<file path="src/sv/vcdf_pkg.sv">
// Shared types, constants and tables of the voxel cone density filter.
package vcdf_pkg;

    // Default parameter values.
    localparam int MAX_DIM_DEF    = 32;
    localparam int MAX_RADIUS_DEF = 4;

    // Fixed field widths.
    localparam int COORD_W    = 5;
    localparam int DENS_W     = 16;
    localparam int SIZE_W     = 6;
    localparam int RAD_W      = 11;
    localparam int CFG_IDX_W  = 2;
    localparam int CFG_DATA_W = 11;

    // Reset values of the configuration registers.
    localparam int SIZE_RESET   = 32;
    localparam int RADIUS_RESET = 384;

    // The square root table covers every squared distance that can fall inside the radius.
    localparam int SQRT_N   = 64;
    localparam int SQ_IDX_W = 6;

    typedef enum logic [CFG_IDX_W-1:0] {
        CFG_SIZE_X,
        CFG_SIZE_Y,
        CFG_SIZE_Z,
        CFG_RADIUS
    } cfg_idx_t;

    typedef enum logic {
        OP_STORE = 1'b0,
        OP_QUERY = 1'b1
    } op_t;

    typedef enum logic [1:0] {
        CMD_STORE,
        CMD_QUERY,
        CMD_ERROR
    } cmd_kind_t;

    typedef enum logic {
        ERR_OK    = 1'b0,
        ERR_RANGE = 1'b1
    } err_t;

    // Classified command handed from the front to the back.
    typedef struct packed {
        cmd_kind_t           kind;
        logic [COORD_W-1:0]  x;
        logic [COORD_W-1:0]  y;
        logic [COORD_W-1:0]  z;
        logic [DENS_W-1:0]   density;
    } cmd_t;

    // Current configuration, already clamped.
    typedef struct packed {
        logic [SIZE_W-1:0] size_x;
        logic [SIZE_W-1:0] size_y;
        logic [SIZE_W-1:0] size_z;
        logic [RAD_W-1:0]  radius;
    } cfg_t;

    typedef enum logic [2:0] {
        ST_IDLE,
        ST_SETUP,
        ST_SCAN,
        ST_DRAIN,
        ST_DIV,
        ST_WAIT,
        ST_RESULT
    } back_state_t;

    typedef logic [RAD_W-1:0] sqrt_tab_t [SQRT_N];

    // round(256 * sqrt(n)) for each table entry, built at elaboration.
    function automatic sqrt_tab_t build_sqrt_tab();
        sqrt_tab_t tab;
        int        target;
        int        s;
        int        t;
        for (int n = 0; n < SQRT_N; n++) begin
            target = n << 16;
            s      = 0;
            for (int b = 11; b >= 0; b--) begin
                t = s | (1 << b);
                if (t * t <= target) begin
                    s = t;
                end
            end
            if (s * s + s < target) begin
                s = s + 1;
            end
            tab[n] = RAD_W'(s);
        end
        return tab;
    endfunction

    localparam sqrt_tab_t SQRT_TAB = build_sqrt_tab();

endpackage

</file>
<file path="src/sv/vcdf_if.sv">
// Handshake interfaces for the item, result and configuration channels.
interface vcdf_item_if
    import vcdf_pkg::*;
();
    logic               valid;
    logic               ready;
    logic               op;
    logic [COORD_W-1:0] coord_x;
    logic [COORD_W-1:0] coord_y;
    logic [COORD_W-1:0] coord_z;
    logic [DENS_W-1:0]  density_in;

    modport source (output valid, op, coord_x, coord_y, coord_z, density_in, input ready);
    modport sink   (input valid, op, coord_x, coord_y, coord_z, density_in, output ready);
endinterface


interface vcdf_cfg_if
    import vcdf_pkg::*;
();
    logic                  valid;
    logic                  ready;
    logic [CFG_IDX_W-1:0]  index;
    logic [CFG_DATA_W-1:0] data;

    modport source (output valid, index, data, input ready);
    modport sink   (input valid, index, data, output ready);
endinterface

</file>
<file path="src/sv/vcdf_front.sv">
// Front end: configuration registers, item acceptance and range classification.
module vcdf_front
    import vcdf_pkg::*;
#(
    parameter int MAX_DIM    = MAX_DIM_DEF,
    parameter int MAX_RADIUS = MAX_RADIUS_DEF
) (
    input  logic        clk,
    input  logic        rst_n,
    vcdf_item_if.sink   item,
    vcdf_cfg_if.sink    cfg,
    input  logic        q_full,
    output logic        q_push,
    output cmd_t        q_cmd,
    output cfg_t        cfg_out
);

    localparam int RAD_LIM = MAX_RADIUS * 256;

    logic [SIZE_W-1:0] size_x_reg, size_x_next;
    logic [SIZE_W-1:0] size_y_reg, size_y_next;
    logic [SIZE_W-1:0] size_z_reg, size_z_next;
    logic [RAD_W-1:0]  radius_reg, radius_next;
    logic [SIZE_W-1:0] size_clamped;
    logic [RAD_W-1:0]  radius_clamped;
    logic              out_of_range;

    // Clamp the written value into the legal range of each register.
    always_comb
    begin
        size_clamped = SIZE_W'(cfg.data);
        if (size_clamped == '0) begin
            size_clamped = SIZE_W'(1);
        end else if (32'(size_clamped) > MAX_DIM) begin
            size_clamped = SIZE_W'(MAX_DIM);
        end
        radius_clamped = RAD_W'(cfg.data);
        if (32'(radius_clamped) > RAD_LIM) begin
            radius_clamped = RAD_W'(RAD_LIM);
        end
    end

    // Register write decode.
    always_comb
    begin
        size_x_next = size_x_reg;
        size_y_next = size_y_reg;
        size_z_next = size_z_reg;
        radius_next = radius_reg;
        if (cfg.valid) begin
            unique case (cfg_idx_t'(cfg.index))
                CFG_SIZE_X: size_x_next = size_clamped;
                CFG_SIZE_Y: size_y_next = size_clamped;
                CFG_SIZE_Z: size_z_next = size_clamped;
                CFG_RADIUS: radius_next = radius_clamped;
                default:    ;
            endcase
        end
    end

    always_ff @(posedge clk or negedge rst_n)
    begin
        if (!rst_n) begin
            size_x_reg <= SIZE_W'(SIZE_RESET);
            size_y_reg <= SIZE_W'(SIZE_RESET);
            size_z_reg <= SIZE_W'(SIZE_RESET);
            radius_reg <= RAD_W'(RADIUS_RESET);
        end else begin
            size_x_reg <= size_x_next;
            size_y_reg <= size_y_next;
            size_z_reg <= size_z_next;
            radius_reg <= radius_next;
        end
    end

    assign cfg.ready = 1'b1;
    assign cfg_out   = '{size_x: size_x_reg, size_y: size_y_reg,
                         size_z: size_z_reg, radius: radius_reg};

    // Classify each accepted beat and hand it to the queue.
    assign out_of_range = (SIZE_W'(item.coord_x) >= size_x_reg) ||
                          (SIZE_W'(item.coord_y) >= size_y_reg) ||
                          (SIZE_W'(item.coord_z) >= size_z_reg);

    assign item.ready = !q_full;
    assign q_push     = item.valid && !q_full;

    always_comb
    begin
        q_cmd.x       = item.coord_x;
        q_cmd.y       = item.coord_y;
        q_cmd.z       = item.coord_z;
        q_cmd.density = item.density_in;
        priority if (out_of_range) begin
            q_cmd.kind = CMD_ERROR;
        end else if (op_t'(item.op) == OP_STORE) begin
            q_cmd.kind = CMD_STORE;
        end else begin
            q_cmd.kind = CMD_QUERY;
        end
    end

endmodule

</file>
<file path="src/flat_wrapper.sv">
// flat-port wrapper written by rule: the top's interface ports become plain ports
module vcdf_front_flat import vcdf_pkg::*;
#(
    parameter int MAX_DIM    = MAX_DIM_DEF,
    parameter int MAX_RADIUS = MAX_RADIUS_DEF
)
  (clk, rst_n, q_full, q_push, q_cmd, cfg_out, item_valid, item_op, item_coord_x, item_coord_y, item_coord_z, item_density_in, item_ready, cfg_valid, cfg_index, cfg_data, cfg_ready);
  vcdf_item_if item_i ();
  vcdf_cfg_if cfg_i ();
  input  logic clk;
  input  logic rst_n;
  input  logic q_full;
  output logic q_push;
  output cmd_t q_cmd;
  output cfg_t cfg_out;
  input wire logic [$bits(item_i.valid)-1:0] item_valid;
  input wire logic [$bits(item_i.op)-1:0] item_op;
  input wire logic [$bits(item_i.coord_x)-1:0] item_coord_x;
  input wire logic [$bits(item_i.coord_y)-1:0] item_coord_y;
  input wire logic [$bits(item_i.coord_z)-1:0] item_coord_z;
  input wire logic [$bits(item_i.density_in)-1:0] item_density_in;
  output wire logic [$bits(item_i.ready)-1:0] item_ready;
  input wire logic [$bits(cfg_i.valid)-1:0] cfg_valid;
  input wire logic [$bits(cfg_i.index)-1:0] cfg_index;
  input wire logic [$bits(cfg_i.data)-1:0] cfg_data;
  output wire logic [$bits(cfg_i.ready)-1:0] cfg_ready;
  assign item_i.valid = item_valid;
  assign item_i.op = item_op;
  assign item_i.coord_x = item_coord_x;
  assign item_i.coord_y = item_coord_y;
  assign item_i.coord_z = item_coord_z;
  assign item_i.density_in = item_density_in;
  assign item_ready = item_i.ready;
  assign cfg_i.valid = cfg_valid;
  assign cfg_i.index = cfg_index;
  assign cfg_i.data = cfg_data;
  assign cfg_ready = cfg_i.ready;
  vcdf_front #(.MAX_DIM(MAX_DIM), .MAX_RADIUS(MAX_RADIUS)) u_core (.clk(clk), .rst_n(rst_n), .item(item_i), .cfg(cfg_i), .q_full(q_full), .q_push(q_push), .q_cmd(q_cmd), .cfg_out(cfg_out));
endmodule
</file>
<file path="config.mk">
export PLATFORM = sky130hd
export DESIGN_NAME = vcdf_front_flat
export DESIGN_NICKNAME = d
export VERILOG_FILES = /design/src/sv/vcdf_pkg.sv /design/src/sv/vcdf_if.sv /design/src/sv/vcdf_front.sv /design/src/flat_wrapper.sv
export SDC_FILE = /design/constraint.sdc
export NUM_CORES = 1
export LEC_CHECK = 0
export ABC_AREA = 1
export BUFFER_PORTS_ARGS = -buffer_cell sky130_fd_sc_hd__buf_2
export CAP_MARGIN = 15
export CORE_ASPECT_RATIO = 1.5
export CORE_MARGIN = 3
export CORE_UTILIZATION = 40
export CTS_CLUSTER_DIAMETER = 50
export DETAILED_ROUTE_END_ITERATION = 8
export PLACE_DENSITY = 0.81
export SYNTH_ARGS = -nofsm -noshare
export SYNTH_HDL_FRONTEND = slang
export SYNTH_SLANG_ARGS = --single-unit
export TNS_END_PERCENT = 5
</file>
<file path="constraint.sdc">
create_clock -name clk -period 2 [get_ports clk]
set_input_delay 0.2 -clock clk [delete_from_list [all_inputs] [get_ports clk]]
set_output_delay 0.2 -clock clk [all_outputs]
set_load 0.005 [all_outputs]
</file>
==> results of run 1 <==
-- layer usage --
layer | part of all wire | global-route usage | routed length [µm]
met1 | 0.39 | 0.164 | 1700
met2 | 0.52 | 0.294 | 2290
met3 | 0.076 | 0.0535 | 332
met4 | 0.016 | 0.0663 | 70
met5 | 0 | 0 | 0
-- repair_timing --
action / 4_1_cts / 5_1_grt
hold buffers: 1 / 0
buffers inserted: 0 / 3
setup endpoints to repair: 0 / 1
endpoints found under the hold margin: 24 / 0
gates resized for setup: 0 / 4
-- worst min-delay path by stage --
stage / start / endpoint / slack [ns] / depth (start not counted)
after floorplan: rst_n / u_core.radius_reg[0] / -0.1 / 0
after global routing: cfg_data[4] / u_core.radius_reg[4] / 0.17 / 3
after CTS: cfg_data[4] / u_core.radius_reg[4] / 0.15 / 3
after detailed placement: rst_n / u_core.radius_reg[6] / 0.26 / 1
final: cfg_data[4] / u_core.radius_reg[4] / 0.15 / 3
after global placement: rst_n / u_core.radius_reg[6] / 0.26 / 1
-- cells in the final DEF (no fill, tap or decap) --
| cell | netlist | final |
|---|---|---|
| nor3_1 | 1 | 1 |
| ha_1 | 15 | 15 |
| dfrtp_1 | 24 | 24 |
| a21oi_1 | 3 | 3 |
| conb_1 | 1 | 1 |
| dlygate4sd3_1 | 0 | 1 |
| nor3_4 | 2 | 2 |
| nand2_1 | 68 | 66 |
| inv_1 | 47 | 47 |
| clkbuf_8 | 0 | 6 |
| buf_4 | 33 | 4 |
| nand4_2 | 1 | 1 |
| nand3_2 | 0 | 1 |
| o22ai_1 | 6 | 6 |
| nand4_1 | 1 | 1 |
| buf_2 | 1 | 81 |
| or2_4 | 0 | 1 |
| nor2_1 | 25 | 25 |
| nand3_1 | 4 | 3 |
| dfstp_2 | 5 | 5 |
| o21a_1 | 2 | 2 |
| inv_2 | 1 | 1 |
| o21ai_2 | 1 | 1 |
| clkbuf_1 | 1 | 2 |
| a31oi_1 | 3 | 3 |
| o21ai_0 | 6 | 6 |
| nand2_2 | 1 | 3 |
-- worst max-delay path: cells and delay by family, from the launching register on --
| kind | cells | cell delay, ns |
|---|---|---|
| buf+inv | 2 | 0.17 |
| simple gates | 6 | 0.53 |
| fa+ha+maj | 1 | 0.28 |
| flops | 1 | 0.41 |
-- power groups by stage --
stage / Clock (W) / Sequential [W] / Combinational, W
2_1_floorplan: 0 / 0.000750 / 0.000303
3_3_place_gp: 0 / 0.000742 / 0.000467
3_5_place_dp: 0 / 0.000745 / 0.000481
4_1_cts: 0.000500 / 0.000736 / 0.000484
5_1_grt: 0.000535 / 0.000745 / 0.000579
6_report: 0.000493 / 0.000734 / 0.000499
-- metrics by stage --
step | hold WS [ns] | utilization | cell area [µm²]
final | 0.151 | 0.501 | 2290
after global routing | 0.171 | 0.501 | 2290
after CTS | 0.148 | 0.493 | 2260
after detailed placement | 0.262 | 0.472 | 2160
after global placement | 0.258 | 0.472 | 2160
after floorplan | -0.0956 | - | 1920
-- cell type report --
cell class,count,share of cell area
multi-input combinational,141,0.334
inverter,48,0.0785
clock buffer,8,0.0393
timing repair buffer,86,0.194
sequential,29,0.319
tap,64,0.0349
-- cells by family (layout without fill, tap and decap cells) --
family          count (synthesis)  count (layout)
simple gates                  104             104
compound gates                 21              21
fa+ha+maj                      15              15
other cells                     1               1
buf+inv                        83             142
flops                          29              29
==> flow_metrics.tcl, run 1 <==
set metrics [dict create \
    outcome "complete, no violations" \
    hpwl_mm 3.51 \
    grt_first_pass_wirelength_mm 7.19 \
    cp_max_fo 3 \
    maxSlewHeadroom 0.558 \
    overflow 0 \
    die-area_mm2 0.00569 \
    power_frac_seq 0.425 \
    final_nets 376 \
    die_w_um 62.6 \
    power_w 0.00173 \
    routed_wirelength_mm 4.39 \
    crit_slowest_cell "dfrtp_1" \
    nFillCells 457 \
    setup_slack_ns 0.119 \
    dieHeight_um 90.9 \
    n_antenna_cell 0 \
    hold_path.class "input pin to register" \
    synth_commonest_cells "nand2_1, inv_1, buf_4" \
    arrival_ns 1.68 \
    synth_compound_area_frac 0.0651 \
    period_needed_ns 1.88 \
    start_util 0.420 \
    viasPerCell 4.35 \
    htreeDepth 2 \
    rsz0062_at_grt "no" \
    worst_pin_slew_ns 0.662 \
    pwr-share-clk 0.286 \
    io_pins 115 \
    stdcell_count 376 \
    area_delta_synth_final_pct 19.3 \
    worstPathRequired_ns 1.80 \
    cts.path.max_buffers 2 \
    crit_chain "ha_1 > inv_1 > nand2_1 > nand2_1 > nand2_1 > nand2_2 > nand3_2 > or2_4 > buf_2" \
    grt_pass1_vias 1596 \
    synth_top_family_by_area "simple AND/OR/NAND/NOR gates" \
    numPlacedInstances 364 \
    drtIter0Drc 36 \
    syn_area_mm2 0.00192 \
    fin_tns_setup_ns 0 \
    rr_endpoint "u_core.size_z_reg[0]" \
    endpoint_kind "primary output" \
    largest_reg_flops 11 \
    synth-seq-cells 29 \
    hold_viol 0 \
    multi_input_area_um2 767 \
    start_kind "register" \
    rows 30 \
    yosysTopAreaCell "dfrtp_1" \
    p_comb_frac 0.289 \
    drive_gt1_frac 0.340 \
    netlist_instances 253 \
    antenna_found_initial 0 \
    switching_share 0.305 \
    reg2regPathDepth 3 \
    finalMaxSlewViolations 0 \
    fin_crit_sh 0.940 \
    clock_sinks 29 \
    syn_avg_cell_area_um2 7.60 \
    endpoint "q_cmd[32]" \
    synth_fp_nets 318 \
    yosysSeqAreaShare 0.381 \
    maxCapViolCount 0 \
    synth-simple-area-share 0.228 \
    crit_top_cell "nand2_1" \
    skew_ns 0 \
    p_int_w 0.00120 \
    path_clk_slew_ns 0.06 \
    synth_top_area_frac 0.312 \
    core_mm2 0.00458 \
    muxShareOfSynthArea 0 \
    power_density_mw_per_mm2 752 \
    cts_tree "yes" \
    worst_r2r_startpoint "u_core.size_z_reg[0]" \
    vias 1635 \
    synth_edf_count 0 \
    cts_buffers 5 \
    grt_max_degree 30 \
    port-buffer-count 81 \
    yosys.area_share.adder 0.0976 \
    synthXorXnorAreaFrac 0 \
    r2r_setup_slack_ns 1.18 \
    drc_errors 0 \
    wire_per_inst_um 11.7 \
    clk_latency_ns 0.28 \
    place_ws_ns 0.358 \
    p_switching_w 0.000526 \
    slowest_delay_ns 0.41 \
    cp-startpoint "u_core.size_z_reg[0]" \
    fmax_mhz 532 \
    ir_drop_v 0.000422 \
    synthDistinctLibCells 24 \
    gp_congestion 0.754 \
    firstDrtPassIters 4 \
    clockRootBuffer "clkbuf_8" \
    synth_most_common_cell "nand2_1" \
    seq_area_um2 732 \
    leakage_nw 1.37 \
    synth_ff_type "dfrtp_1" \
    critPathKind "register to primary output" \
    setup_viol 0 \
    yosysWarnings 0 \
    synth_area_leaders "dfrtp_1, nand2_1, buf_4" \
    synthArstFlopShare 1.00 \
    ant_nets 0 \
    track_usage 0.161 \
]
Note: power is estimated with default switching activity, not from simulation.
==> run 2: changes to the inputs <==
Settings changed: ABC_AREA 1 to unset, PLACE_DENSITY 0.81 to 0.82.
==> flow_metrics.tcl, run 2 <==
set metrics [dict create \
    nFillCells 426 \
    overflow 0 \
    final_cell_mix "buf_2, dfrtp_1, nand2_1" \
    firstDrtPassIters 3 \
    hold_depth 2 \
    reg2regPathDepth 4 \
    track_usage 0.167 \
    drive_gt1_frac 0.457 \
    htreeDepth 2 \
    gr-usage-met1 0.170 \
    hold_path_end "u_core.radius_reg[7]" \
    clockRootBuffer "clkbuf_8" \
    grt_use_met3 0.0462 \
    start_kind "register" \
    synth_most_common_cell "buf_4" \
    place_ws_ns 0.0858 \
    p_int_w 0.00118 \
    io_pins 115 \
    hold_path.class "input pin to register" \
    cts.path.max_buffers 2 \
    finalMaxSlewViolations 0 \
    synth_top_area_frac 0.324 \
    grt_first_pass_wirelength_mm 6.71 \
    arrival_ns 1.89 \
    synth_edf_count 0 \
    wire_per_inst_um 14.3 \
    routed_wirelength_mm 4.29 \
    skew_ns 0 \
    leakage_nw 1.16 \
    setup_viol 2 \
    ir_drop_v 0.000389 \
    power_density_mw_per_mm2 750 \
    slowest_delay_ns 0.52 \
    antenna_found_initial 0 \
    synth_fp_nets 261 \
    rows 29 \
    final_common_cell "buf_2" \
    area_delta_synth_final_pct 20.8 \
    period_needed_ns 2.09 \
    core_mm2 0.00435 \
    synthDistinctLibCells 34 \
    port-buffer-count 81 \
    maxCapViolCount 0 \
    hold_viol 0 \
    cp_max_fo 2 \
    multi_input_area_um2 842 \
    syn_avg_cell_area_um2 9.47 \
    endpoint_kind "primary output" \
    rr_endpoint "u_core.size_y_reg[0]" \
    grt_util_met2 0.313 \
    power_w 0.00168 \
    cts_tree "yes" \
    drc_errors 0 \
    fin_crit_sh 1.05 \
    grt_busiest_layer "met2" \
    path_clk_slew_ns 0.06 \
    n_antenna_cell 0 \
    crit_slowest_cell "or4_1" \
    worstPathRequired_ns 1.80 \
    synth_commonest_cells "buf_4, dfrtp_1, nand2_1" \
    start_util 0.426 \
    vias 1486 \
    power_frac_seq 0.437 \
    clock_sinks 29 \
    clk_latency_ns 0.27 \
    grt_pass1_vias 1441 \
    outcome "finished with violations" \
    synth_ff_type "dfrtp_1" \
    fin_tns_setup_ns -0.123 \
    grt_max_degree 30 \
    rsz0062_at_grt "yes" \
    gp_congestion 0.754 \
    p_switching_w 0.000505 \
    drtIter0Drc 23 \
    synth_area_leaders "dfrtp_1, buf_4, ha_1" \
    syn_area_mm2 0.00186 \
    die-area_mm2 0.00551 \
    dieHeight_um 89.4 \
    ant_nets 0 \
    synthArstFlopShare 1.00 \
    netlist_instances 196 \
    yosysSeqAreaShare 0.394 \
    viasPerCell 4.95 \
    seq_area_um2 732 \
    fmax_mhz 478 \
    cts_buffers 5 \
    setup_slack_ns -0.0914 \
    critPathKind "register to primary output" \
    r2r_setup_slack_ns 1.07 \
    pwr-share-clk 0.269 \
    synth-seq-cells 29 \
    violations "negative setup slack" \
    switching_share 0.300 \
    min_from "cfg_data[7]" \
    yosysWarnings 0 \
    yosysTopAreaCell "dfrtp_1" \
    crit_chain "inv_1 > ha_4 > a21oi_4 > o2111ai_2 > or4_1 > buf_2" \
    maxSlewHeadroom 0.563 \
    die_w_um 61.6 \
    worst_r2r_startpoint "u_core.size_y_reg[0]" \
    largest_reg_flops 11 \
    hpwl_mm 3.46 \
    worst_pin_slew_ns 0.655 \
    p_comb_frac 0.294 \
    final_nets 318 \
]
run 2: changes by cell type after synthesis, sizes merged, moves of 3 or more:
cell / previous run / this run
o21ai: 7 / 21
nand2b: 0 / 18
o22ai: 6 / 0
nand2: 69 / 23
a21oi: 3 / 7
inv: 48 / 18
a22o: 0 / 4
nor2: 25 / 1
a31oi: 3 / 0
mux2: 0 / 4
run 2: area by class of cell:
cell class | count | area share
Inverter | 18 | 0.0301
Clock inverter | 2 | 0.00446
Tap cell | 46 | 0.0257
Multi-Input combinational cell | 111 | 0.376
Timing Repair Buffer | 88 | 0.205
Sequential cell | 29 | 0.326
Clock buffer | 6 | 0.0324
run 2: stage by stage:
step	instance area, µm²	hold WS, ns	util	cells
floorplan	1860	-0.0956	-	196
CTS	2230	0.161	0.511	299
global route	2240	0.166	0.515	300
finish	2240	0.170	0.515	300
detailed placement	2040	0.268	0.469	285
global placement	2040	0.253	0.469	285
run 2: worst max-delay path by stage:
stage	depth (start not counted)	endpoint	start	slack (ns)
4_1_cts	6	q_cmd[32]	u_core.size_y_reg[0]	-0.10
6_report	6	q_cmd[32]	u_core.size_z_reg[3]	-0.09
5_1_grt	6	q_cmd[32]	u_core.size_y_reg[0]	-0.18
3_5_place_dp	6	q_cmd[32]	u_core.size_z_reg[0]	0.09
3_3_place_gp	6	q_cmd[32]	u_core.size_x_reg[0]	0.13
2_1_floorplan	6	q_cmd[32]	u_core.size_z_reg[0]	0.15
run 2: logic make-up after synthesis:
logic type | after synthesis | share of synthesized area
buffers and inverters | 56 | 0.185
AND/OR/NAND/NOR | 55 | 0.175
AO/OA/AOI/OAI | 36 | 0.119
flip-flops | 29 | 0.394
adder cells (fa/ha/maj) | 15 | 0.101
multiplexers | 4 | 0.0243
other | 1 | 0.00202
run 2: power by group through the flow:
stage | Combinational, W | Clock (W) | Sequential [W]
after floorplan | 0.000265 | 0 | 0.000747
after global placement | 0.000417 | 0 | 0.000742
after detailed placement | 0.000434 | 0 | 0.000745
after CTS | 0.000492 | 0.000462 | 0.000735
final | 0.000495 | 0.000453 | 0.000735
after global routing | 0.000565 | 0.000492 | 0.000747
run 2: repair_timing:
item                                    4_1_cts  5_1_grt
buffers inserted                              5        1
endpoints found under the setup margin        1        2
hold buffers                                  1        0
resized for setup                             8        1
hold endpoints to repair                     24        0
pin swaps                                     7        0
run 2: worst max-delay path: cells and delay by family, from the launching register on:
family | cells | cell delay, ns
AOI/OAI and AO/OA | 2 | 0.26
adders and majority gates | 1 | 0.21
DFF | 1 | 0.39
and+or+nand+nor | 1 | 0.52
buffers and inverters | 2 | 0.24
run 2: metal layers:
| layer | vias to the layer above | wire length [µm] |
|---|---|---|
| li1 | 730 | - |
| met1 | 687 | 1550 |
| met2 | 55 | 2340 |
| met3 | 14 | 292 |
| met4 | 0 | 101 |
| met5 | - | 0 |
