--- src/sv/vcdf_pkg.sv ---
// Shared types, constants and tables of the voxel cone density filter.
package vcdf_pkg;

    // Default parameter values.
    localparam int MAX_DIM_DEF    = 32;
    localparam int MAX_RADIUS_DEF = 4;

    // Fixed field widths.
    localparam int COORD_W    = 5;
    localparam int DENS_W     = 16;
    localparam int SIZE_W     = 6;
    localparam int RAD_W      = 11;
    localparam int CFG_IDX_W  = 2;
    localparam int CFG_DATA_W = 11;

    // Reset values of the configuration registers.
    localparam int SIZE_RESET   = 32;
    localparam int RADIUS_RESET = 384;

    // The square root table covers every squared distance that can fall inside the radius.
    localparam int SQRT_N   = 64;
    localparam int SQ_IDX_W = 6;

    typedef enum logic [CFG_IDX_W-1:0] {
        CFG_SIZE_X,
        CFG_SIZE_Y,
        CFG_SIZE_Z,
        CFG_RADIUS
    } cfg_idx_t;

    typedef enum logic {
        OP_STORE = 1'b0,
        OP_QUERY = 1'b1
    } op_t;

    typedef enum logic [1:0] {
        CMD_STORE,
        CMD_QUERY,
        CMD_ERROR
    } cmd_kind_t;

    typedef enum logic {
        ERR_OK    = 1'b0,
        ERR_RANGE = 1'b1
    } err_t;

    // Classified command handed from the front to the back.
    typedef struct packed {
        cmd_kind_t           kind;
        logic [COORD_W-1:0]  x;
        logic [COORD_W-1:0]  y;
        logic [COORD_W-1:0]  z;
        logic [DENS_W-1:0]   density;
    } cmd_t;

    // Current configuration, already clamped.
    typedef struct packed {
        logic [SIZE_W-1:0] size_x;
        logic [SIZE_W-1:0] size_y;
        logic [SIZE_W-1:0] size_z;
        logic [RAD_W-1:0]  radius;
    } cfg_t;

    typedef enum logic [2:0] {
        ST_IDLE,
        ST_SETUP,
        ST_SCAN,
        ST_DRAIN,
        ST_DIV,
        ST_WAIT,
        ST_RESULT
    } back_state_t;

    typedef logic [RAD_W-1:0] sqrt_tab_t [SQRT_N];

    // round(256 * sqrt(n)) for each table entry, built at elaboration.
    function automatic sqrt_tab_t build_sqrt_tab();
        sqrt_tab_t tab;
        int        target;
        int        s;
        int        t;
        for (int n = 0; n < SQRT_N; n++) begin
            target = n << 16;
            s      = 0;
            for (int b = 11; b >= 0; b--) begin
                t = s | (1 << b);
                if (t * t <= target) begin
                    s = t;
                end
            end
            if (s * s + s < target) begin
                s = s + 1;
            end
            tab[n] = RAD_W'(s);
        end
        return tab;
    endfunction

    localparam sqrt_tab_t SQRT_TAB = build_sqrt_tab();

endpackage

--- src/sv/vcdf_queue.sv ---
// Two-entry command queue between the front and the back.
module vcdf_queue
    import vcdf_pkg::*;
(
    input  logic clk,
    input  logic rst_n,
    input  logic push,
    input  cmd_t push_cmd,
    input  logic pop,
    output cmd_t head,
    output logic empty,
    output logic full
);

    cmd_t       slot_reg [2];
    logic       wr_ptr_reg, wr_ptr_next;
    logic       rd_ptr_reg, rd_ptr_next;
    logic [1:0] count_reg, count_next;

    // Pointer and fill count update.
    always_comb
    begin
        wr_ptr_next = wr_ptr_reg ^ push;
        rd_ptr_next = rd_ptr_reg ^ pop;
        count_next  = count_reg + 2'(push) - 2'(pop);
    end

    always_ff @(posedge clk or negedge rst_n)
    begin
        if (!rst_n) begin
            wr_ptr_reg <= 1'b0;
            rd_ptr_reg <= 1'b0;
            count_reg  <= '0;
        end else begin
            wr_ptr_reg <= wr_ptr_next;
            rd_ptr_reg <= rd_ptr_next;
            count_reg  <= count_next;
        end
    end

    // Entry storage.
    always_ff @(posedge clk)
    begin
        if (push) begin
            slot_reg[wr_ptr_reg] <= push_cmd;
        end
    end

    assign head  = slot_reg[rd_ptr_reg];
    assign empty = (count_reg == 2'd0);
    assign full  = (count_reg == 2'd2);

endmodule

--- config.mk ---
export PLATFORM = sky130hd
export DESIGN_NAME = vcdf_queue
export DESIGN_NICKNAME = d
export VERILOG_FILES = /design/src/sv/vcdf_pkg.sv /design/src/sv/vcdf_queue.sv
export SDC_FILE = /design/constraint.sdc
export NUM_CORES = 1
export LEC_CHECK = 0
export ABC_AREA = 1
export BUFFER_PORTS_ARGS = -buffer_cell sky130_fd_sc_hd__buf_4
export CAP_MARGIN = 20
export CORE_MARGIN = 10
export CORE_UTILIZATION = 58
export CTS_BUF_LIST = sky130_fd_sc_hd__clkbuf_8
export CTS_CLUSTER_DIAMETER = 50
export CTS_CLUSTER_SIZE = 16
export DETAILED_ROUTE_END_ITERATION = 10
export GPL_ROUTABILITY_DRIVEN = 0
export PLACE_DENSITY = 0.95
export RECOVER_POWER = 100
export SYNTH_ARGS = -nofsm -noshare
export SYNTH_HDL_FRONTEND = slang
export SYNTH_SLANG_ARGS = --single-unit
--- constraint.sdc ---
create_clock -name clk -period 3.2 [get_ports clk]
set_input_delay 0.16 -clock clk [delete_from_list [all_inputs] [get_ports clk]]
set_output_delay 0.16 -clock clk [all_outputs]
set_load 0.03 [all_outputs]
==> results of run 1 <==
==> stage by stage <==
step                cells  util [%]  hold slack [ps]  cell area (um2)  power, mW
detailed placement    314      73.1            -39.8             3230       2.64
finish                363      80.4             67.4             3550       3.13
global placement      314      73.1            -40.9             3230       2.59
floorplan             196         -             -136             2670       2.17
global route          363      80.4             53.2             3550       3.29
CTS                   351      81.9            0.679             3620       3.31
==> cell type report <==
class,instances,area [um2]
diodes,1,2.50
clock buffers,9,124
clock inverters,7,56.3
fillers,274,866
inverters,40,150
multi-input cells,79,379
flip-flops and latches,70,2080
well taps,52,65.1
repair buffers,105,688
==> worst min-delay path by stage <==
stage	start	cells after the start	to	slack [ps]
2_1_floorplan	rst_n	0	count_reg[0]	-140
3_3_place_gp	rst_n	1	count_reg[0]	-40
3_5_place_dp	rst_n	1	count_reg[0]	-40
4_1_cts	push_cmd[9]	1	slot_reg[0][9]	0.7
5_1_grt	push_cmd[18]	1	slot_reg[0][18]	50
6_report	push_cmd[11]	1	slot_reg[1][11]	70
==> kinds of logic after synthesis <==
kind of cell	synth area share, %
flops	78.0
buf+inv	7.78
compound gates	6.19
xor+xnor	0.328
simple gates	5.81
fa+ha+maj	1.88
==> cells in the mapped netlist (all sizes together) <==
library cell / n
nand3: 1
inv: 40
edfxtp: 66
dfrtp: 4
clkbuf: 2
o21ai: 33
nand2: 38
buf: 5
nor2: 2
xor2: 1
ha: 4
==> power groups by stage <==
stage / combinational (mW) / sequential (mW) / clock (mW)
3_5_place_dp: 1.25 / 1.39 / 0
6_report: 1.09 / 1.38 / 0.653
5_1_grt: 1.17 / 1.41 / 0.710
4_1_cts: 1.28 / 1.38 / 0.662
3_3_place_gp: 1.21 / 1.38 / 0
2_1_floorplan: 0.885 / 1.28 / 0
==> repair_timing <==
item	CTS	global route
hold buffers	21	11
hold endpoints to repair	42	20
buffers inserted	0	0
resized for setup	0	0
==> worst max-delay path: stages, from the launching register on <==
cell and delay (ps):
dfrtp_1 380, inv_1 70, ha_1 180, clkbuf_1 1370
==> per-layer routing <==
layer / vias up / GRT usage (%) / routed length (um)
met4: 0 / 8.99 / 140
met3: 13 / 6.87 / 499
met5: - / 0 / 0
met1: 819 / 15.1 / 2190
li1: 876 / - / -
met2: 71 / 28.1 / 3510
==> results by group, run 1 <==
Outcome
  – Outcome: complete, but fails checks
  – Failing checks: max-capacitance violations, max-slew violations

Floorplanning
  – Die area: 7710 um2
  – # rows: 24
  – Io pins: 72
  – Starting Density: 60.5%
  – Die width: 87.8 um
  – Die span in y: 87.8 um
  – Core area: 4410 um2

Power
  – Power share of the combinational group: 34.9%
  – Sequential Power Share: 44.2%
  – Clock network power share: 20.9%
  – P per Cell Area: 882 nW/um2
  – Net load switching power: 1.31 mW
  – Internal Pwr Total: 1.82 mW
  – Pleak: 1.45 nW
  – VDD IR max: 0.681 mV
  – Switch share: 41.7%

Timing
  – Slew Viols, Final: 33
  – Max-Slew Margin vs Limit: -25.9%
  – Setup TNS: 0 ps
  – Fmax: 411 MHz
  – Final worst slack: 766 ps
  – Fin crit share: 76.1%
  – Worst Max-Slew Pin Slew: 1890 ps
  – Unrepaired setup endpoints after global routing: false
  – Final hold violations: 0
  – Skew final: 4.04 ps
  – Tmin final: 2430 ps
  – Final setup viols: 0

Run
  – Max cap viols: 1

Yosys
  – Synth top area cells: edfxtp_1, inv_1, o21ai_0
  – Synthesized cell area: 2670 um2
  – Yosys warnings: 0
  – Area leader, netlist: edfxtp_1
  – Top-area cell type share of the netlist area: 74.3%
  – Post-Syn Area per Cell: 13.6 um2
  – Synth cell types: 13
  – FF+latch count, synth: 70
  – Syn_nets: 237
  – Seq/Total Area, Yosys: 78.0%
  – Cells after Synth: 196

Global route
  – GR Overflow Total: 0
  – Antenna violations before repair: 1
  – Vias in the first global route: 1772
  – Global-route wire length before repair: 9020 um
  – Largest net degree at the start of global routing: 68
  – Total track usage: 15.9%

Final layout
  – Final nets: 346
  – Most common cell after layout, fill and taps aside: edfxtp_1
  – Commonest cells after routing, fill and taps aside: edfxtp_1, clkbuf_1, inv_1
  – Synth-to-Final Area Change: 33.0%
  – Max reg flops: 66
  – Layout cell share with drive strength beyond 1: 12.6%

Critical path
  – Crit path DAT: 2360 ps
  – Worst R2R End: slot_reg[0][5]
  – Data required time of the worst path: 3120 ps
  – CP Class: reg2reg
  – Crit. End Element: flop
  – Critical Path Start: wr_ptr_reg
  – Reg2reg start: wr_ptr_reg
  – Worst Reg-to-Reg Cells: 3
  – Critical path endpoint: slot_reg[0][5]
  – CP Launch Type: flop
  – R2r setup slk: 770 ps
  – CP Max Fanout: 32

Route
  – Routed Antenna Nets: 0
  – Vias: 1779
  – DR iter-0 viols: 147
  – Routed WL: 6330 um
  – Drt drc: 0
  – DR WL/cell: 17.4 um
  – Drt via density: 4.90
  – DRT Pass-1 Iters: 4

Clock tree
  – CTS root buf: clkbuf_8
  – Worst-Skew Late Latency: 330 ps
  – H-tree Lvls: 3
  – Sink Count: 70
  – Clock buffer depth: 2
  – Clock Pin Slew Worst Setup and Hold Paths: 70 ps
  – TritonCTS clock tree: yes
  – TritonCTS Buffers: 9

Placement
  – Dpl hpwl: 3700 um
  – I/O Buffers: 71
  – Dpl ws: 1550 ps

Worst hold path
  – Hold/Removal Path Class: in2reg
Power figures use the tool's default switching activity.
==> run 2: changes to the inputs <==
- ABC_AREA: 1 -> 0
- CORE_UTILIZATION: 58 -> 54
- PLACE_DENSITY: 0.95 -> 0.9
- clock period: 3.2 -> 2.4 ns (I/O delays scaled with it)
==> run 2 against run 1 <==
- the run now ends clean
- non-clock buffer count rose by 7
- largest cell class unchanged
- die area up 7.9%
- combinational power increased by 44%
- worst setup slack got worse by 440 ps
- total power is 38% higher
- via count down 16%
==> results by group, run 2 <==
Run
  – Max cap viols: 0 (was 1)

Global route
  – Met1 Use GR: 15.8% (was 15.1%)
  – GR Overflow Total: 0 (unchanged)
  – Total track usage: 14.5% (was 15.9%)
  – Largest net degree at the start of global routing: 21 (was 68)
  – GRT Max-Usage Layer: met2 (unchanged)
  – Antenna violations before repair: 0 (was 1)
  – Vias in the first global route: 1694 (was 1772)
  – M2 GR Usage: 24.9% (was 28.1%)
  – GR Util met3: 6.91% (was 6.87%)
  – Global-route wire length before repair: 9390 um (was 9020 um)

Timing
  – Slew Viols, Final: 0 (was 33)
  – Setup TNS: 0 ps (unchanged)
  – Worst Max-Slew Pin Slew: 1140 ps (was 1890 ps)
  – Final hold violations: 0 (unchanged)
  – Final worst slack: 327 ps (was 766 ps)
  – Fmax: 482 MHz
  – Skew final: 3.08 ps (was 4.04 ps)
  – Fin crit share: 86.4%
  – Unrepaired setup endpoints after global routing: false (unchanged)
  – Tmin final: 2070 ps
  – Max-Slew Margin vs Limit: 24.1% (was -25.9%)
  – Final setup viols: 0 (unchanged)

Critical path
  – Slowest stage delay, CP: 640 ps (was 1370 ps)
  – Crit path DAT: 1950 ps (was 2360 ps)
  – Data required time of the worst path: 2280 ps (was 3120 ps)
  – Critical path, cell by cell: clkbuf_1 -> mux2_2 -> clkbuf_1 (was inv_1 -> ha_1 -> clkbuf_1)
  – CP Class: reg2out (was reg2reg)
  – CP Max Fanout: 20 (was 32)
  – Slowest stage cell on the critical path: dfrtp_2 (was clkbuf_1)
  – CP Launch Type: flop (unchanged)
  – Crit. End Element: output pin (was flop)
  – CP most frequent cell: clkbuf_1

Final layout
  – Synth-to-Final Area Change: 35.1% (was 33.0%)
  – Post-layout util: 76.9% (was 80.4%)
  – Commonest cells after routing, fill and taps aside: edfxtp_1, dlygate4sd3_1, buf_4 (was edfxtp_1, clkbuf_1, inv_1)
  – Most common cell after layout, fill and taps aside: edfxtp_1 (unchanged)
  – Design area: 3700 um2 (was 3550 um2)
  – Layout cell share with drive strength beyond 1: 30.9% (was 12.6%)
  – Max reg flops: 66 (unchanged)
  – # fillers: 322 (was 274)
  – Final nets: 279 (was 346)
  – Antenna Cells: 0 (was 1)

Clock tree
  – Clock buffer depth: 2 (unchanged)
  – CTS root buf: clkbuf_8 (unchanged)
  – TritonCTS Buffers: 9 (unchanged)
  – Post_cts resized: 0 (unchanged)
  – Setup Buffers After CTS: 0 (unchanged)
  – Cts hold-fix bufs: 35 (was 21)
  – H-tree Lvls: 3 (unchanged)
  – Worst-Skew Late Latency: 320 ps (was 330 ps)
  – TritonCTS clock tree: yes (unchanged)
  – Clock Pin Slew Worst Setup and Hold Paths: 70 ps (about the same)
  – Sink Count: 70 (unchanged)

Power
  – P per Cell Area: 1160 nW/um2 (was 882 nW/um2)
  – VDD IR max: 0.680 mV (was 0.681 mV)
  – Switch share: 34.6% (was 41.7%)
  – Power share of the combinational group: 36.5% (was 34.9%)
  – Pleak: 1.43 nW (was 1.45 nW)
  – Clock network power share: 22.5% (was 20.9%)
  – Internal Pwr Total: 2.82 mW (was 1.82 mW)
  – Sequential Power Share: 41.0% (was 44.2%)
  – Net load switching power: 1.49 mW (was 1.31 mW)

Placement
  – Dpl ws: 728 ps (was 1550 ps)
  – Dpl hpwl: 3880 um (was 3700 um)
  – I/O Buffers: 71 (unchanged)
  – Placed cell areas: 3330 um2 (was 3230 um2)

Route
  – Drt via density: 4.81 (was 4.90)
  – DRT Pass-1 Iters: 4 (unchanged)
  – DR WL/cell: 19.0 um (was 17.4 um)
  – Vias: 1492 (was 1779)
  – Routed WL: 5880 um (was 6330 um)
  – Drt drc: 0 (unchanged)
  – Routed Antenna Nets: 0 (unchanged)
  – DR iter-0 viols: 108 (was 147)

Yosys
  – FF+latch count, synth: 70 (unchanged)
  – Seq/Total Area, Yosys: 75.9% (was 78.0%)
  – Ys flop type: edfxtp_1 (unchanged)
  – Yosys warnings: 0 (unchanged)
  – EDFF count, synth: 66 (unchanged)
  – Area leader, netlist: edfxtp_1 (unchanged)
  – Synth top area cells: edfxtp_1, mux2_4, dfrtp_1 (was edfxtp_1, inv_1, o21ai_0)
  – Top-area cell type share of the netlist area: 72.3% (was 74.3%)
  – Syn_nets: 160 (was 237)
  – Synth cell types: 12 (was 13)
  – Leading cell types by count after synthesis: edfxtp_1, mux2_4 (was edfxtp_1, inv_1, nand2_1, o21ai_0)
  – Post-Syn Area per Cell: 23.0 um2 (was 13.6 um2)
  – Async S/R FF share, synth: 5.71% (unchanged)
  – Synthesized cell area: 2740 um2 (was 2670 um2)
  – Most common cell in the synthesized netlist: edfxtp_1 (unchanged)
  – Cells after Synth: 119 (was 196)

Floorplanning
  – Die area: 8330 um2 (was 7710 um2)
  – Io pins: 72 (unchanged)
  – Starting Density: 56.9% (was 60.5%)
  – Die span in y: 91.3 um (was 87.8 um)
  – # rows: 25 (was 24)
  – Core area: 4820 um2 (was 4410 um2)
  – Die width: 91.3 um (was 87.8 um)

Outcome
  – Outcome: completed (was complete, but fails checks)

Worst hold path
  – Hold/Removal Path Class: in2reg (unchanged)
==> run 2: cell count changes after synthesis, moves of 3 or more <==
cell	previous run	this run
o21ai_1	3	0
mux2_2	0	4
nand2_1	38	0
o21ai_0	30	0
inv_1	40	4
mux2_4	0	29
buf_6	4	1
buf_12	0	3
==> run 2: worst paths after layout <==
kind,startpoint,end,slack (ps),depth (start not counted)
worst max-delay path,rd_ptr_reg,head[32],330,3
worst min-delay path,push,count_reg[0],60,2
worst max register to register,wr_ptr_reg,slot_reg[0][23],590,3
worst min register to register,count_reg[1],count_reg[1],640,1
max in group asynchronous,rst_n,rd_ptr_reg,1980,2
min in group asynchronous,rst_n,wr_ptr_reg,180,2
==> run 2: critical path, delay by kind of cell (launching register included) <==
kind | cells | cell delay, ps
flip-flops | 1 | 640
buffers and inverters | 2 | 610
multiplexers | 1 | 390
==> run 2: layout make-up <==
class | instances | area, um2 | share of cell area [%]
Sequential cell | 70 | 2080 | 56.3
Clock inverter | 7 | 81.3 | 2.20
Timing Repair Buffer | 112 | 840 | 22.7
Multi-Input combinational cell | 41 | 475 | 12.8
Clock buffer | 9 | 124 | 3.35
Inverter | 4 | 15.0 | 0.406
Tap cell | 67 | 83.8 | 2.26
==> run 2: metrics by stage <==
step | hold slack [ps] | std cells | total power [mW]
floorplan | -176 | 119 | 3.10
detailed placement | -74.1 | 259 | 3.61
global route | 60.6 | 310 | 4.52
global placement | -80.0 | 259 | 3.54
CTS | 49.5 | 310 | 4.61
finish | 55.7 | 310 | 4.31
==> run 2: cell families after synthesis <==
family | Yosys count | synth area share (%)
XOR/XNOR | 2 | 1.19
adder cells (fa/ha/maj) | 4 | 1.83
buffers and inverters | 8 | 3.15
flip-flops | 70 | 75.9
multiplexers | 33 | 17.5
AND/OR/NAND/NOR | 2 | 0.365
==> run 2: power groups by stage <==
stage | Sequential, mW | Clock (mW) | Combinational, mW
5_1_grt | 1.79 | 1.06 | 1.67
3_3_place_gp | 1.79 | 0 | 1.75
2_1_floorplan | 1.71 | 0 | 1.39
3_5_place_dp | 1.82 | 0 | 1.79
4_1_cts | 1.79 | 0.980 | 1.84
6_report | 1.77 | 0.967 | 1.57
==> run 2: per-layer routing <==
metal | wire length, um | up-vias
li1 | - | 699
met1 | 2380 | 721
met2 | 2940 | 68
met3 | 545 | 4
met4 | 25 | 0
met5 | 0 | -
==> run 3: changes to the inputs <==
- ABC_AREA: 0 -> 1
- PLACE_DENSITY: 0.9 -> 0.91
==> run 3 against run 2 <==
- the flow now finishes with violations (max-capacitance violations, max-slew violations)
- final area shrank 2.4%
- final cell count is 22% higher
- largest cell class unchanged
- largest power group unchanged
- worst setup slack worse by 31 ps
- highest routed layer unchanged
- sequential share of layout area increased by 1.4 points
==> results by group, run 3 (synthesized netlist as in run 1, its figures left out) <==
Timing
  – Setup TNS: 0 ps (unchanged)
  – Final setup viols: 0 (unchanged)
  – Tmin final: 2100 ps (was 2070 ps)
  – Unrepaired setup endpoints after global routing: false (unchanged)
  – Fmax: 475 MHz (was 482 MHz)
  – Slew Viols, Final: 34 (was 0)
  – Max-Slew Margin vs Limit: -2.28% (was 24.1%)
  – Skew final: 4.80 ps (was 3.08 ps)
  – Worst Max-Slew Pin Slew: 1530 ps (was 1140 ps)
  – Final hold violations: 0 (unchanged)
  – Fin crit share: 87.7% (was 86.4%)

Final layout
  – Max reg flops: 66 (unchanged)
  – Commonest cells after routing, fill and taps aside: edfxtp_1, inv_1, clkbuf_1 (was edfxtp_1, dlygate4sd3_1, buf_4)
  – Antenna Cells: 0 (unchanged)
  – Most common cell after layout, fill and taps aside: edfxtp_1 (unchanged)
  – Synth-to-Final Area Change: 35.4% (was 35.1%)
  – Design area: 3610 um2 (was 3700 um2)
  – Post-layout util: 76.0% (was 76.9%)
  – Cell Count, Final, Fillers Out: 378 (was 310)
  – Final nets: 347 (was 279)
  – Layout cell share with drive strength beyond 1: 15.4% (was 30.9%)

Floorplanning
  – Die span in y: 90.3 um (was 91.3 um)
  – # rows: 25 (unchanged)
  – Starting Density: 56.1% (was 56.9%)
  – Die width: 90.3 um (was 91.3 um)
  – Io pins: 72 (unchanged)
  – Die area: 8150 um2 (was 8330 um2)
  – Core area: 4750 um2 (was 4820 um2)

Route
  – DR iter-0 viols: 121 (was 108)
  – Drt via density: 4.63 (was 4.81)
  – Drt drc: 0 (unchanged)
  – Vias: 1750 (was 1492)
  – Routed WL: 5600 um (was 5880 um)
  – DRT Pass-1 Iters: 4 (unchanged)
  – DR WL/cell: 14.8 um (was 19.0 um)
  – Routed Antenna Nets: 0 (unchanged)

Outcome
  – Failing checks: max-capacitance violations, max-slew violations
  – Outcome: complete, but fails checks (was completed)

Clock tree
  – CTS root buf: clkbuf_8 (unchanged)
  – Worst-Skew Late Latency: 330 ps (was 320 ps)
  – TritonCTS Buffers: 9 (unchanged)
  – Sink Count: 70 (unchanged)
  – Post_cts resized: 0 (unchanged)
  – H-tree Lvls: 3 (unchanged)
  – Clock Pin Slew Worst Setup and Hold Paths: 70 ps (about the same)
  – TritonCTS clock tree: yes (unchanged)
  – Clock buffer depth: 2 (unchanged)

Placement
  – Placed cell areas: 3230 um2 (was 3330 um2)
  – Placed instance count: 327 (was 259)
  – I/O Buffers: 71 (unchanged)
  – Dpl hpwl: 3510 um (was 3880 um)

Critical path
  – Crit. End Element: output pin (unchanged)
  – CP Max Fanout: 67 (was 20)
  – Slowest stage cell on the critical path: dfrtp_2 (unchanged)
  – Worst path bufs/invs: 1 (was 2)
  – CP Launch Type: flop (unchanged)
  – Slowest stage delay, CP: 1020 ps (was 640 ps)
  – Critical Path Start: rd_ptr_reg (unchanged)
  – Critical path, cell by cell: nand2_1 -> o21ai_0 -> clkbuf_1 (was clkbuf_1 -> mux2_2 -> clkbuf_1)
  – Crit path max-delay family: flip-flops (unchanged)
  – Data required time of the worst path: 2280 ps (about the same)
  – Reg2reg start: wr_ptr_reg (unchanged)
  – CP Class: reg2out (unchanged)
  – Crit path DAT: 1980 ps (was 1950 ps)

Worst hold path
  – Hold/Removal Path Class: in2reg (unchanged)
  – Hold path start: push (unchanged)

Global route
  – Antenna violations before repair: 0 (unchanged)
  – GR Overflow Total: 0 (unchanged)
  – Largest net degree at the start of global routing: 68 (was 21)
  – Vias in the first global route: 1921 (was 1694)
  – Total track usage: 14.4% (was 14.5%)
  – Global-route wire length before repair: 9180 um (was 9390 um)

Power
  – Pleak: 1.49 nW (was 1.43 nW)
  – P per Cell Area: 1140 nW/um2 (was 1160 nW/um2)
  – VDD IR max: 0.730 mV (was 0.680 mV)

Run
  – Max cap viols: 1 (was 0)
-- run 3: final timing paths --
path	to	cells past startpoint	slack, ps
max in group asynchronous	rd_ptr_reg	2	2020
hold reg to reg	count_reg[1]	3	620
min in group asynchronous	wr_ptr_reg	2	160
setup reg to reg	slot_reg[1][9]	1	450
hold / removal	count_reg[0]	2	50
setup / recovery	head[9]	3	300
-- run 3: timing repair --
item	CTS	global route
hold buffers	35	0
hold endpoints to repair	71	0
buffers inserted	0	0
-- run 3: layout make-up --
type	instances	area (um2)
clock buffer	9	124
clock inverter	7	57.6
fill	368	1140
inverter	40	150
multi-input combinational	79	382
sequential	70	2080
tap	67	83.8
timing repair buffer	106	734
-- run 3: metrics by stage --
| step | hold slack, ps | total power, mW | setup WS [ps] |
|---|---|---|---|
| floorplan | -176 | 2.89 | 746 |
| global placement | -81.6 | 3.46 | 809 |
| detailed placement | -80.3 | 3.51 | 780 |
| CTS | 35.5 | 4.41 | 402 |
| global route | 39.9 | 4.39 | 124 |
| finish | 46.8 | 4.13 | 296 |
-- run 3: layer usage --
layer / routed length [um] / part of all wire, % / track usage (%) / vias to the layer above
met2: 3030 / 54 / 25.6 / 48
met4: 55 / 0.98 / 6.23 / 0
met5: 0 / 0 / 0 / -
met3: 247 / 4.4 / 5.32 / 5
met1: 2270 / 40 / 14.7 / 819
li1: - / - / - / 878
-- run 3: power breakdown --
part | internal (mW) | switching, mW | leakage [nW]
Sequential | 1.63 | 0.208 | 0.666
Combinational | 0.361 | 1.07 | 0.719
Clock | 0.465 | 0.396 | 0.105
Total | 2.46 | 1.67 | 1.49
